$ cat config.mk
export PLATFORM = sky130hd
export DESIGN_NAME = battery_level_monitor_top
export DESIGN_NICKNAME = d
export VERILOG_FILES = /design/src/blm_pkg.sv /design/src/battery_level_monitor_top.sv
export SDC_FILE = /design/constraint.sdc
export NUM_CORES = 1
export LEC_CHECK = 0
export BUFFER_PORTS_ARGS = -buffer_cell sky130_fd_sc_hd__buf_2
export CORE_ASPECT_RATIO = 2
export CORE_MARGIN = 2
export CORE_UTILIZATION = 25
export DETAILED_ROUTE_END_ITERATION = 8
export GPL_ROUTABILITY_DRIVEN = 0
export PLACE_DENSITY_LB_ADDON = 0.25
export SETUP_SLACK_MARGIN = 0.05
export SLEW_MARGIN = 20
export SYNTH_ARGS = -nofsm -noshare
export SYNTH_HDL_FRONTEND = slang
export SYNTH_SLANG_ARGS = --single-unit
$ cat constraint.sdc
create_clock -name clk -period 5.81 [get_ports clk]
set_input_delay 1.743 -clock clk [delete_from_list [all_inputs] [get_ports clk]]
set_output_delay 1.743 -clock clk [all_outputs]
set_load 0.01 [all_outputs]
$ cat src/blm_pkg.sv
// Shared constants for the battery level monitor.
package blm_pkg;

	// Field widths
	localparam int SAMPLE_W = 16;
	localparam int MV_W     = 12;
	localparam int EVERY_W  = 8;
	localparam int STATE_W  = 2;
	localparam int EVENT_W  = 3;
	localparam int IDX_W    = 2;
	localparam int IN_W     = 16;
	localparam int OUT_W    = 32;

	// Defaults and fixed limits
	localparam int RING_DEPTH_DEF = 4;
	localparam logic [SAMPLE_W-1:0] SAMPLE_MAX_MV    = 16'd3700;
	localparam logic [MV_W-1:0]     STEP_LIMIT_RESET = 12'd200;
	localparam logic [MV_W-1:0]     LOWEST_RESET     = 12'd4095;

	// Battery states
	localparam logic [STATE_W-1:0] ST_GOOD = 2'd0;
	localparam logic [STATE_W-1:0] ST_LOW  = 2'd1;
	localparam logic [STATE_W-1:0] ST_DEAD = 2'd2;

	// Event codes
	localparam logic [EVENT_W-1:0] EV_NONE   = 3'd0;
	localparam logic [EVENT_W-1:0] EV_LOW    = 3'd1;
	localparam logic [EVENT_W-1:0] EV_DEAD   = 3'd2;
	localparam logic [EVENT_W-1:0] EV_REJECT = 3'd3;
	localparam logic [EVENT_W-1:0] EV_IDLE   = 3'd4;

	// Register indexes
	localparam logic [IDX_W-1:0] REG_WARNING_LEVEL = 2'd0;
	localparam logic [IDX_W-1:0] REG_STANDBY_LEVEL = 2'd1;
	localparam logic [IDX_W-1:0] REG_WARNING_EVERY = 2'd2;
	localparam logic [IDX_W-1:0] REG_STEP_LIMIT    = 2'd3;

endpackage

$ cat src/battery_level_monitor_top.sv
// Battery level monitor: ring average, bit-serial divider and GOOD/LOW/DEAD tracking.
//
// One millivolt sample per input word, one status word per sample. A sample taken
// while both the warning and standby levels are zero, or one above 3700 mV, is
// answered with the current state. A valid sample is slew-limited against the
// present average and written into the ring; the ring is then walked one entry
// per cycle up to the first empty entry, and the new average comes out of a
// restoring divider that retires one quotient bit per cycle. One sample is worked
// on at a time; a finished word waits in the output register while the next
// sample is taken.
module battery_level_monitor_top #(
	parameter int RING_DEPTH = blm_pkg::RING_DEPTH_DEF
) (
	input  logic                        clk,
	input  logic                        arst_n,
	// Configuration write port
	input  logic                        wr_en,
	input  logic [blm_pkg::IDX_W-1:0]   wr_index,
	input  logic [blm_pkg::MV_W-1:0]    wr_data,
	// Sample stream; tdata: sample_mv[15:0]
	input  logic                        s_tvalid,
	output logic                        s_tready,
	input  logic [blm_pkg::IN_W-1:0]    s_tdata,
	// Status stream; tdata: level_state[1:0], event_res[4:2], average_mv[16:5],
	// lowest_average_mv[28:17], zero[31:29]
	output logic                        m_tvalid,
	input  logic                        m_tready,
	output logic [blm_pkg::OUT_W-1:0]   m_tdata
);
	import blm_pkg::*;

	localparam int SLOT_W = (RING_DEPTH > 1) ? $clog2(RING_DEPTH) : 1;
	localparam int CNT_W  = $clog2(RING_DEPTH + 1);
	localparam int SUM_W  = MV_W + $clog2(RING_DEPTH);
	localparam int BIT_W  = $clog2(SUM_W);
	localparam int PAD_W  = OUT_W - STATE_W - EVENT_W - 2 * MV_W;

	localparam logic [1:0] S_IDLE = 2'd0;
	localparam logic [1:0] S_SUM  = 2'd1;
	localparam logic [1:0] S_DIV  = 2'd2;
	localparam logic [1:0] S_OUT  = 2'd3;

	logic [1:0]          fsm_q;
	logic [MV_W-1:0]     warning_level_q;
	logic [MV_W-1:0]     standby_level_q;
	logic [EVERY_W-1:0]  warning_every_q;
	logic [MV_W-1:0]     step_limit_q;

	logic [MV_W-1:0]     ring_q [RING_DEPTH];
	logic [SLOT_W-1:0]   slot_q;
	logic [STATE_W-1:0]  bstate_q;
	logic [EVERY_W-1:0]  wcount_q;
	logic [MV_W-1:0]     lowest_q;
	logic [MV_W-1:0]     avg_q;

	logic                pass_q;
	logic [EVENT_W-1:0]  ev_q;
	logic [SUM_W-1:0]    sum_q;
	logic [CNT_W-1:0]    cnt_q;
	logic [CNT_W-1:0]    n_q;
	logic [SUM_W-1:0]    dvd_q;
	logic [CNT_W-1:0]    rem_q;
	logic [BIT_W-1:0]    bit_q;

	logic                m_tvalid_q;
	logic [OUT_W-1:0]    m_tdata_q;

	logic                accept;
	logic                out_free;
	logic                is_idle;
	logic                is_reject;
	logic [MV_W:0]       hi_lim;
	logic [MV_W-1:0]     lo_lim;
	logic [MV_W-1:0]     clamped;
	logic                walk_more;
	logic [MV_W-1:0]     walk_entry;
	logic [CNT_W:0]      rem_sh;
	logic                rem_ge;
	logic [SUM_W-1:0]    dvd_next;

	logic [STATE_W-1:0]  nstate;
	logic [EVENT_W-1:0]  nev;
	logic [EVERY_W-1:0]  nwcount;
	logic [MV_W-1:0]     nlowest;
	logic                to_low;

	assign accept    = s_tvalid && s_tready;
	assign s_tready  = (fsm_q == S_IDLE);
	assign out_free  = !m_tvalid_q || m_tready;
	assign m_tvalid  = m_tvalid_q;
	assign m_tdata   = m_tdata_q;
	assign is_idle   = (warning_level_q == '0) && (standby_level_q == '0);
	assign is_reject = (s_tdata > SAMPLE_MAX_MV);

	// Slew-limit the sample against the present average, lower bound saturates at zero
	always_comb begin
		hi_lim = {1'b0, avg_q} + {1'b0, step_limit_q};
		lo_lim = (avg_q > step_limit_q) ? (avg_q - step_limit_q) : '0;
		clamped = s_tdata[MV_W-1:0];
		if (avg_q != '0) begin
			if (s_tdata > {{(SAMPLE_W-MV_W-1){1'b0}}, hi_lim}) begin
				clamped = hi_lim[MV_W-1:0];
			end else if (s_tdata < {{(SAMPLE_W-MV_W){1'b0}}, lo_lim}) begin
				clamped = lo_lim;
			end
		end
	end

	// Walk the ring up to the first empty entry
	assign walk_entry = ring_q[cnt_q[SLOT_W-1:0]];
	assign walk_more  = (cnt_q < CNT_W'(RING_DEPTH)) && (walk_entry != '0);

	// Restoring divider step: one quotient bit per cycle
	assign rem_sh   = {rem_q, dvd_q[SUM_W-1]};
	assign rem_ge   = (rem_sh >= {1'b0, n_q});
	assign dvd_next = {dvd_q[SUM_W-2:0], rem_ge};

	// Apply standby and warning thresholds to the new average
	always_comb begin
		nstate  = bstate_q;
		nev     = EV_NONE;
		nwcount = wcount_q;
		nlowest = lowest_q;
		to_low  = 1'b0;
		if (bstate_q == ST_DEAD) begin
			nev = EV_DEAD;
		end else begin
			if (bstate_q == ST_GOOD) begin
				if (avg_q < standby_level_q) begin
					nstate = ST_DEAD;
					nev    = EV_DEAD;
				end else if (avg_q < warning_level_q) begin
					nstate = ST_LOW;
					to_low = 1'b1;
				end
			end else begin
				to_low = 1'b1;
			end
			if (to_low) begin
				nwcount = wcount_q + 1'b1;
				if (lowest_q > avg_q) begin
					nlowest = avg_q;
				end
				if (avg_q < standby_level_q) begin
					nstate = ST_DEAD;
					nev    = EV_DEAD;
				end else if (avg_q < warning_level_q) begin
					if (nwcount >= warning_every_q) begin
						nwcount = '0;
						nev     = EV_LOW;
					end
				end else begin
					nstate  = ST_GOOD;
					nwcount = '0;
				end
			end
		end
	end

	// Hold configuration registers
	always_ff @(posedge clk or negedge arst_n) begin
		if (!arst_n) begin
			warning_level_q <= '0;
			standby_level_q <= '0;
			warning_every_q <= '0;
			step_limit_q    <= STEP_LIMIT_RESET;
		end else if (wr_en) begin
			unique case (wr_index)
				REG_WARNING_LEVEL: warning_level_q <= wr_data;
				REG_STANDBY_LEVEL: standby_level_q <= wr_data;
				REG_WARNING_EVERY: warning_every_q <= wr_data[EVERY_W-1:0];
				REG_STEP_LIMIT:    step_limit_q    <= wr_data;
			endcase
		end
	end

	// Sequence one sample: write ring, sum, divide, decide; idle or rejected samples go straight to output
	always_ff @(posedge clk or negedge arst_n) begin
		if (!arst_n) begin
			fsm_q      <= S_IDLE;
			for (int i = 0; i < RING_DEPTH; i++) begin
				ring_q[i] <= '0;
			end
			slot_q     <= '0;
			bstate_q   <= ST_GOOD;
			wcount_q   <= '0;
			lowest_q   <= LOWEST_RESET;
			avg_q      <= '0;
			pass_q     <= 1'b0;
			ev_q       <= EV_NONE;
			sum_q      <= '0;
			cnt_q      <= '0;
			n_q        <= '0;
			dvd_q      <= '0;
			rem_q      <= '0;
			bit_q      <= '0;
			m_tvalid_q <= 1'b0;
			m_tdata_q  <= '0;
		end else begin
			// Raise the status word when loaded, drop it once taken
			if ((fsm_q == S_OUT) && out_free) begin
				m_tvalid_q <= 1'b1;
			end else if (m_tvalid_q && m_tready) begin
				m_tvalid_q <= 1'b0;
			end
			unique case (fsm_q)
				S_IDLE: begin
					if (accept) begin
						if (is_idle || is_reject) begin
							pass_q <= 1'b1;
							ev_q   <= is_idle ? EV_IDLE : EV_REJECT;
							fsm_q  <= S_OUT;
						end else begin
							pass_q         <= 1'b0;
							ring_q[slot_q] <= clamped;
							slot_q         <= (slot_q == SLOT_W'(RING_DEPTH - 1)) ?
								'0 : slot_q + 1'b1;
							sum_q          <= '0;
							cnt_q          <= '0;
							fsm_q          <= S_SUM;
						end
					end
				end
				S_SUM: begin
					if (walk_more) begin
						sum_q <= sum_q + {{(SUM_W-MV_W){1'b0}}, walk_entry};
						cnt_q <= cnt_q + 1'b1;
					end else begin
						dvd_q <= sum_q;
						rem_q <= '0;
						n_q   <= cnt_q;
						bit_q <= BIT_W'(SUM_W - 1);
						fsm_q <= S_DIV;
					end
				end
				S_DIV: begin
					dvd_q <= dvd_next;
					rem_q <= rem_ge ? CNT_W'(rem_sh - {1'b0, n_q}) : rem_sh[CNT_W-1:0];
					bit_q <= bit_q - 1'b1;
					if (bit_q == '0) begin
						avg_q <= (n_q == '0) ? '0 : dvd_next[MV_W-1:0];
						fsm_q <= S_OUT;
					end
				end
				S_OUT: begin
					if (out_free) begin
						fsm_q      <= S_IDLE;
						if (pass_q) begin
							m_tdata_q <= {{PAD_W{1'b0}}, lowest_q, avg_q, ev_q, bstate_q};
						end else begin
							bstate_q  <= nstate;
							wcount_q  <= nwcount;
							lowest_q  <= nlowest;
							m_tdata_q <= {{PAD_W{1'b0}}, nlowest, avg_q, nev, nstate};
						end
					end
				end
			endcase
		end
	end

`ifndef ASSERT_OFF
	a_dead_sticky: assert property (@(posedge clk) disable iff (!arst_n)
		(bstate_q == ST_DEAD) |=> (bstate_q == ST_DEAD))
		else $error("dead state was left without reset");

	a_word_from_out: assert property (@(posedge clk) disable iff (!arst_n)
		$rose(m_tvalid) |-> ($past(fsm_q) == S_OUT))
		else $error("status word loaded outside the output step");

	a_walk_bound: assert property (@(posedge clk) disable iff (!arst_n)
		(fsm_q == S_SUM) |-> (cnt_q <= CNT_W'(RING_DEPTH)))
		else $error("ring walk ran past the ring depth");

	a_avg_range: assert property (@(posedge clk) disable iff (!arst_n)
		{4'b0, avg_q} <= SAMPLE_MAX_MV)
		else $error("average above the largest stored sample");

	// The new average lands in the divide step, before the minimum is updated in the output step
	a_lowest_tracks: assert property (@(posedge clk) disable iff (!arst_n)
		((bstate_q == ST_LOW) && (fsm_q != S_OUT)) |-> (lowest_q <= avg_q))
		else $error("lowest average above the present average while low");
`endif

endmodule
## Word level (Yosys, flattened, before mapping)

Cells that the tools add are included.

| storage, ports and cells | value |
|---|---|
| flip-flop bits (word level) | 208 |
| input port bits | 35 |
| memories | 0 |
| bits in latches | 0 |
| word-level logic and storage cells | 163 |
| RAM bits | 0 |
| ROM bits | 0 |

| operators by class | value |
|---|---|
| bitwise gates (word level) | 6 |
| shift-type cells | 0 |
| divide/modulo/power cells | 0 |
| add/subtract/negate cells | 8 |
| $lt $le $gt $ge | 13 |
| muxes and demuxes | 62 |
| reductions and logical operators | 36 |
| eq/ne operators | 14 |
| multiply operators | 0 |

Operator list:

| operator | count |
|---|---|
| $mux 12 | 11 |
| $mux 14 | 4 |
| $pmux 14 s2 | 2 |
| $bwmux 48 | 1 |
| $mux 3 | 11 |
| $mux 2 | 15 |
| $mux 29 | 1 |
| $bmux 12 s2 | 1 |
| $demux 12 s2 | 1 |
| $gt 12x12->1 | 2 |
| $logic_not 12->1 | 2 |
| $lt 12x12->1 | 2 |
| $mux 8 | 3 |
| $reduce_bool 12->1 | 2 |
| $reduce_and 2->1 | 9 |
| $gt 16x12->1 const B | 1 |
| $gt 16x13->1 | 1 |
| $lt 16x12->1 | 1 |
| $add 14x12->14 | 1 |
| $add 12x12->13 | 1 |
| $eq 2x2->1 const B | 6 |
| $pmux 3 s2 | 2 |
| $sub 12x12->12 | 1 |
| $ne 2x2->1 const B | 5 |
| 28 further kinds | 53 |

## Longest topological paths before layout

Gate-level depths: netlist of run 1.

| depth | value |
|---|---|
| depth after elaboration | 9 |
| depth in mapped cells | 21 |

## Least setup slack after synthesis of run 1

No wires, ideal clock.

| path | value |
|---|---|
| path kind | flip-flop to flip-flop |
| from | register avg_q[1] |
| to | register ring_q[10] in the netlist's numbering |
| setup time | 125 ps |
| path slack | 1425 ps |
| data arrival time | 4261 ps |
| cell stages (with the launch flop) | 18 |
| required time | 5685 ps |
| path through | dfrtp_1 -> ha_1 -> nand2b_1 -> a221oi_2 -> nor4_1 -> o41ai_4 -> a2111oi_0 -> or3b_2 -> ha_1 -> nand4_1 -> a211oi_1 -> o21ai_0 -> a21oi_2 -> or2_1 -> buf_6 -> o21ai_4 -> a221o_1 -> mux2_2 |

| between the ends | value |
|---|---|
| word-level cells in the longest chain between the ends | 7 |

RTL lines:

| item | line | text |
|---|---|---|
| from (decl) | battery_level_monitor_top.sv:54 | `logic [MV_W-1:0] avg_q;` |
| from (signal assigned) | battery_level_monitor_top.sv:241 | `avg_q <= (n_q == '0) ? '0 : dvd_next[MV_W-1:0];` |
| $sub 12x12->12 / $gt 12x12->1 (equally long branches) | battery_level_monitor_top.sv:98 | `lo_lim = (avg_q > step_limit_q) ? (avg_q - step_limit_q) : '0;` |
| $mux 12 | battery_level_monitor_top.sv:98 |  |
| $lt 16x12->1 | battery_level_monitor_top.sv:103 | `end else if (s_tdata < {{(SAMPLE_W-MV_W){1'b0}}, lo_lim}) begin` |
| $mux 12 | battery_level_monitor_top.sv:103 |  |
| $mux 12 | battery_level_monitor_top.sv:101 | `if (s_tdata > {{(SAMPLE_W-MV_W-1){1'b0}}, hi_lim}) begin` |
| $mux 12 * | battery_level_monitor_top.sv:100 | `if (avg_q != '0) begin` |
| $bwmux 48 * | battery_level_monitor_top.sv:215 | `ring_q[slot_q] <= clamped;` |
| to (signal, indexed assignment) | battery_level_monitor_top.sv:215 |  |
| to (decl) | battery_level_monitor_top.sv:49 | `logic [MV_W-1:0] ring_q [RING_DEPTH];` |

Mark *: on every way between the ends. The rest lies on a longest branch, timed or not.
A chain may end at the register's enable or synchronous reset.

## Final worst setup path of run 1

| path | value |
|---|---|
| from | register avg_q[1] |
| to | register ring_q[34] in the netlist's numbering |

Same word-level chain as after synthesis.

==> results of run 1 <==
## layout make-up
| class | count | area, um2 | share of cell area, % |
|---|---|---|---|
| Clock buffer | 28 | 612 | 4.29 |
| Clock inverter | 7 | 68.8 | 0.482 |
| Inverter | 97 | 364 | 2.55 |
| Multi-Input combinational cell | 908 | 6780 | 47.5 |
| Sequential cell | 204 | 5120 | 35.9 |
| Tap cell | 649 | 812 | 5.69 |
| Timing Repair Buffer | 88 | 507 | 3.55 |
## per-stage QoR
step           instances  hold WS [ns]  power, mW  worst slack [ns]
2_1_floorplan       1264         0.445       2.74              1.42
3_3_place_gp        1946         0.458       3.16             0.537
3_5_place_dp        1946         0.470       3.18             0.534
4_1_cts             1981         0.481       4.60             0.497
5_1_grt             1981         0.499       4.82            0.0588
6_report            1981         0.476       4.52             0.479
## synth_stat cells (7+ instances only)
| cell type | n | area share [%] |
|---|---|---|
| a21o_1 | 22 | 1.3 |
| a21oi_1 | 44 | 1.8 |
| a221o_1 | 9 | 0.72 |
| a22o_1 | 21 | 1.5 |
| and3_1 | 7 | 0.35 |
| buf_2 | 10 | 0.40 |
| clkbuf_1 | 29 | 0.87 |
| dfrtp_1 | 189 | 38 |
| dfstp_2 | 15 | 3.1 |
| ha_1 | 116 | 12 |
| inv_1 | 96 | 2.9 |
| mux2_2 | 53 | 4.8 |
| mux2i_1 | 29 | 2.3 |
| mux4_2 | 12 | 2.2 |
| nand2_1 | 167 | 5.0 |
| nand2b_1 | 13 | 0.65 |
| nand3_1 | 24 | 0.96 |
| nand3b_1 | 7 | 0.42 |
| nand4_1 | 9 | 0.45 |
| nor2_1 | 34 | 1.0 |
| nor3_1 | 17 | 0.68 |
| nor4_1 | 19 | 0.95 |
| o211ai_1 | 9 | 0.54 |
| o21a_1 | 13 | 0.78 |
| o21ai_0 | 104 | 4.2 |
| o21ai_1 | 28 | 1.1 |
| o21bai_1 | 9 | 0.54 |
| o31ai_1 | 7 | 0.42 |
| xnor2_1 | 20 | 1.4 |
| xor2_1 | 8 | 0.56 |
## worst max-delay path, stage by stage, from the launching register on
cell	delay (ns)
dfrtp_1	0.57
inv_1	0.20
fa_1	0.49
o21ba_2	0.23
o21ai_0	0.34
a2111o_1	0.26
a31oi_1	0.10
o21bai_1	0.20
xnor2_1	0.22
inv_1	0.09
ha_1	0.30
nand4_1	0.14
a211oi_1	0.27
o21ai_0	0.15
a21oi_2	0.34
or2_1	0.42
o21ai_4	0.18
a221o_1	0.42
mux2_2	0.29
## power groups by stage
| stage | Sequential (mW) | Clock (mW) | Combinational (mW) |
|---|---|---|---|
| floorplan | 1.75 | 0 | 0.993 |
| global placement | 1.81 | 0 | 1.35 |
| detailed placement | 1.82 | 0 | 1.37 |
| CTS | 1.79 | 1.44 | 1.37 |
| global route | 1.81 | 1.48 | 1.52 |
| finish | 1.78 | 1.39 | 1.35 |
## cell families after synthesis
family / count (synthesis)
muxes: 98
and+or+nand+nor: 334
adders and majority gates: 120
AOI/OAI and AO/OA: 325
DFF: 204
buffers and inverters: 152
other: 1
xor gates and xnor gates: 28
## sequential cells by signal, indices dropped and copies added, names as in the netlist, 2 cells and up
| signal | cells |
|---|---|
| ring_q | 48 |
| m_tdata | 29 |
| dvd_q | 14 |
| sum_q | 14 |
| avg_q | 12 |
| lowest_q | 12 |
| standby_level_q | 12 |
| step_limit_q | 12 |
| warning_level_q | 12 |
| warning_every_q | 8 |
| wcount_q | 8 |
| bit_q | 4 |
| cnt_q | 3 |
| n_q | 3 |
| rem_q | 3 |
| bstate_q | 2 |
| ev_q | 2 |
| fsm_q | 2 |
| slot_q | 2 |
## how the worst max path moves through the flow
stage | start | end | slack [ns] | cells past startpoint
floorplan | avg_q[1] | ring_q[10] | 1.42 | 17
finish | avg_q[1] | ring_q[34] | 0.48 | 18
global placement | step_limit_q[3] | ring_q[24] | 0.54 | 17
global route | avg_q[1] | ring_q[12] | 0.06 | 16
CTS | step_limit_q[3] | ring_q[12] | 0.50 | 17
detailed placement | avg_q[0] | ring_q[12] | 0.53 | 20
## layer usage
metal	up-vias	part of all wire, %
li1	4617	-
met1	4761	32
met2	186	56
met3	107	2.8
met4	2	8.9
met5	-	0.025
## repair_timing
item | CTS | global route
buffers inserted | 0 | 0
resized for setup | 0 | 1
setup endpoints to repair | 0 | 4
==> out/metrics.csv, run 1 <==
metric,value,unit
outcome,finished clean,
most frequent cells in the layout,"189 x dfrtp_1, 166 x nand2_1, 116 x ha_1, 104 x o21ai_0, 96 x inv_1",
Boundary Pins,69,
Via Count,9673,
kind of critical path,reg -> reg,
Worst-path clk slew,0.07,ns
core footprint,0.0498,mm2
# DRC,0,
Finish-stage setup viols,0,
Synth Flop Type,dfrtp_1,
Rel. slew slack,42.4,%
largest family of logic cells by synthesized area,compound AO/OA/AOI/OAI gates,
reg2reg path depth,18,
Lkg Pwr,6.69,nW
HPWL Detailed,32400,um
H-tree depth,1,
Crit Path Max Fanout,10,
Worst Hold Class,reg -> reg,
CTS max path bufs,3,
largest net degree at the start of global routing,99,
post-layout net count,1474,
post-place instance area,0.0136,mm2
Filler Cell Count,5222,
Tcrit/Tclk final,91.8,%
Die Y,320,um
Routed wire per std cell,20.5,um
ant diodes,0,
FF-to-FF setup slack,0.48,ns
CTS Sinks,204,
clk_skew,0.0205,ns
Ys Warns,0,
Detail Route Antenna Nets,0,
Total GRT Usage,15.8,%
total wire length,40600,um
DR iter-0 viols,534,
synthesized area per cell,9.92,um2
post-synthesis mux area share,9.61,%
vias in the first global route,10222,
Final Core Density,28.7,%
die area,0.0520,mm2
Sw Ratio,36.1,%
RSZ-0062 raised after global routing,no,
P_int,2.89,mW
CP Launch Type,flop,
Post-Synth Simple-Gate Area,12.7,%
GRT met2 Usage,31.2,%
pwr/cell area,317,mW/mm2
max cap viols,0,
Max rail drop VDD,0.000186,V
Seq pwr share,39.4,%
via/cell ratio,4.88,
area share of xor/xnor cells in the synthesized design,1.96,%
met3 usage,1.63,%
setup TNS,0,ns
RR Endpoint,ring_q[34],
met1 usage,14.3,%
Async SR Flop Fraction,100,%
GRT Max-Usage Layer,met2,
min-delay src,m_tdata[28],
critical path capture point type,flop,
fmax,0.188,GHz
Clk pwr share,30.7,%
transition time of the tightest slew-check pin,0.865,ns
"EDFF count, synth",0,
CTS Root Cell,clkbuf_16,
Compound-Gate Fraction of Synth Area,17.4,%
register bit count reported by yosys,204,
"most common cell after layout, fill and taps aside",dfrtp_1,
share of layout cells above drive strength 1,17.3,%
CTS hold repair buffers,0,
area delta synth->final,14.0,%
count of TritonRoute iterations in the first routing pass,4,
CTS tree,yes,
Mapped Cells,1262,
CP required,6.22,ns
first-pass GRT wire length,62000,um
sequential share of the synthesized area,40.9,%
adder-cell area share of the yosys netlist,12.2,%
initial antenna violation count,1,
Hold Path Sink,m_tdata[28],
Layout Cell Area excl Fill,0.0143,mm2
Worst Path Arrival,5.74,ns
Hold Path Cell Cnt,2,
Die Width,162,um
Skew-Pair Late Insertion Delay,0.53,ns
IO Port Bufs,65,
RR Startpoint,avg_q[1],
overflow left after global routing,0,
Tmin final,5.33,ns
Initial Utilization,25.1,%
unique cell type count in the Yosys netlist,83,
post-synthesis instance area,0.0125,mm2
final hold viol count,0,
Site Rows,116,
Gate power share,29.8,%
"Slew Viols, Final",0,
Inserted Clock Buffers,20,
NetSw,1.63,mW
No activity file was read; power rests on OpenSTA's default activity.
==> inputs of run 2 (changes only) <==
- CTS_BUF_LIST: unset -> sky130_fd_sc_hd__clkbuf_4 sky130_fd_sc_hd__clkbuf_8
==> out/metrics.csv, run 2 (synthesis results as in run 1) <==
metric,value,unit
outcome,finished clean,
share of layout cells above drive strength 1,18.6,%
Rel. slew slack,42.5,%
pre-CTS WS,0.534,ns
Hold Path Cell Cnt,2,
Setup crit start,avg_q[1],
CTS tree,yes,
Crit Path Max Fanout,10,
NetSw,1.61,mW
dpl cells,1946,
Routed wire per std cell,20.2,um
Layout Cell Area excl Fill,0.0142,mm2
Layout Cells excl Fill,2003,
Skew-Pair Late Insertion Delay,0.61,ns
Finish-stage setup viols,0,
Max rail drop VDD,0.000160,V
Worst Path Arrival,5.81,ns
FF-to-FF setup slack,0.49,ns
count of TritonRoute iterations in the first routing pass,5,
critical path capture point type,flop,
area delta synth->final,13.9,%
kind of critical path,reg -> reg,
Clk pwr share,29.1,%
Lkg Pwr,6.71,nW
# DRC,0,
Inserted Clock Buffers,30,
transition time of the tightest slew-check pin,0.862,ns
Filler Cell Count,5259,
post-layout net count,1484,
RR Startpoint,avg_q[1],
setup TNS,0,ns
Gate power share,30.5,%
CP Launch Type,flop,
Detail Route Antenna Nets,0,
Boundary Pins,69,
crit-path cells,inv_1 -> fa_1 -> o21ba_2 -> o21ai_0 -> a2111o_1 -> a31oi_1 -> o21bai_1 -> xnor2_1 -> inv_1 -> ha_1 -> nand4_1 -> a211oi_1 -> o21ai_0 -> a21oi_2 -> or2_1 -> o21ai_4 -> a221o_1 -> mux2_2,
final setup margin,0.490,ns
DR iter-0 viols,516,
pwr/cell area,311,mW/mm2
overflow left after global routing,0,
clk_skew,0.0146,ns
post-place instance area,0.0136,mm2
via/cell ratio,4.85,
register area,0.00512,mm2
RSZ-0062 raised after global routing,no,
Die Width,162,um
fmax,0.188,GHz
CTS Sinks,204,
total wire length,40500,um
most frequent cells in the layout,"189 x dfrtp_1, 166 x nand2_1, 116 x ha_1, 104 x o21ai_0, 96 x inv_1",
P_int,2.82,mW
"most common cell after layout, fill and taps aside",dfrtp_1,
WP buf/inv,2,
Multi-input gate area,0.00678,mm2
core footprint,0.0498,mm2
CTS max path bufs,3,
die area,0.0520,mm2
IO Port Bufs,65,
Die Y,320,um
Tmin final,5.32,ns
Crit-path slowest cell,dfrtp_1,
Seq pwr share,40.3,%
Initial Utilization,25.1,%
total power,4.43,mW
Worst Hold Class,reg -> reg,
min-delay src,m_tdata[28],
Site Rows,116,
CTS Root Cell,clkbuf_8,
H-tree depth,1,
max cap viols,0,
worst hold margin,0.477,ns
Tcrit/Tclk final,91.6,%
initial antenna violation count,2,
Hold Path Sink,m_tdata[28],
vias in the first global route,10394,
Worst-path clk slew,0.07,ns
crit-path max cell delay,0.57,ns
RR Endpoint,ring_q[22],
Top reg by flops,ring_q,
Sw Ratio,36.4,%
reg2reg path depth,18,
HPWL Detailed,32400,um
final hold viol count,0,
largest net degree at the start of global routing,99,
Final Core Density,28.6,%
"delay-heaviest family, CP",compound AO/OA/AOI/OAI gates,
Total GRT Usage,15.8,%
"Slew Viols, Final",0,
CP required,6.30,ns
max reg flops,48,
first-pass GRT wire length,62000,um
Via Count,9707,
## run 2: changes by cell type in the layout (fill, tap and decap cells not counted), sizes merged
cell	change
inv	+1
clkinv	-4
clkinvlp	-2
diode	+2
clkbuf	+25
## run 2: power by group through the flow
| stage | Clock [mW] | Sequential (mW) | Combinational (mW) |
|---|---|---|---|
| 2_1_floorplan | 0 | 1.75 | 0.993 |
| 3_3_place_gp | 0 | 1.81 | 1.35 |
| 3_5_place_dp | 0 | 1.82 | 1.37 |
| 4_1_cts | 1.35 | 1.79 | 1.37 |
| 5_1_grt | 1.40 | 1.81 | 1.52 |
| 6_report | 1.29 | 1.79 | 1.35 |
## run 2: cell type report
| cell class | count | share of cell area [%] |
|---|---|---|
| inverter | 97 | 2.56 |
| tap | 649 | 5.70 |
| clock inverter | 2 | 0.272 |
| multi-input combinational | 908 | 47.6 |
| timing repair buffer | 88 | 3.56 |
| clock buffer | 53 | 4.33 |
| sequential | 204 | 36.0 |
| antenna | 2 | 0.0351 |
## run 2: timing repair
action / CTS / global route
hold buffers: 0 / 0
setup buffers: 0 / 0
gates resized for setup: 0 / 1
endpoints found under the setup margin: 0 / 3
## run 2: worst max path at each step
stage / cells past startpoint / slack (ns) / end
3_3_place_gp: 17 / 0.54 / ring_q[24]
6_report: 18 / 0.49 / ring_q[22]
2_1_floorplan: 17 / 1.42 / ring_q[10]
4_1_cts: 20 / 0.49 / ring_q[12]
3_5_place_dp: 20 / 0.53 / ring_q[12]
5_1_grt: 16 / 0.06 / ring_q[12]
## run 2: tightest hold or removal path, cell delays in order (launching register included)
cell	delay [ns]
dfrtp_1	0.34
nand2_1	0.05
o21ai_0	0.06
## run 2: layer usage
layer  up-vias  wire length (um)  GRT usage (%)
met5         -                 0              0
met4         0              3780           12.7
met3       111              1170           1.76
met2       210             22600           31.0
met1      4735             13000           14.1
li1       4651                 -              -
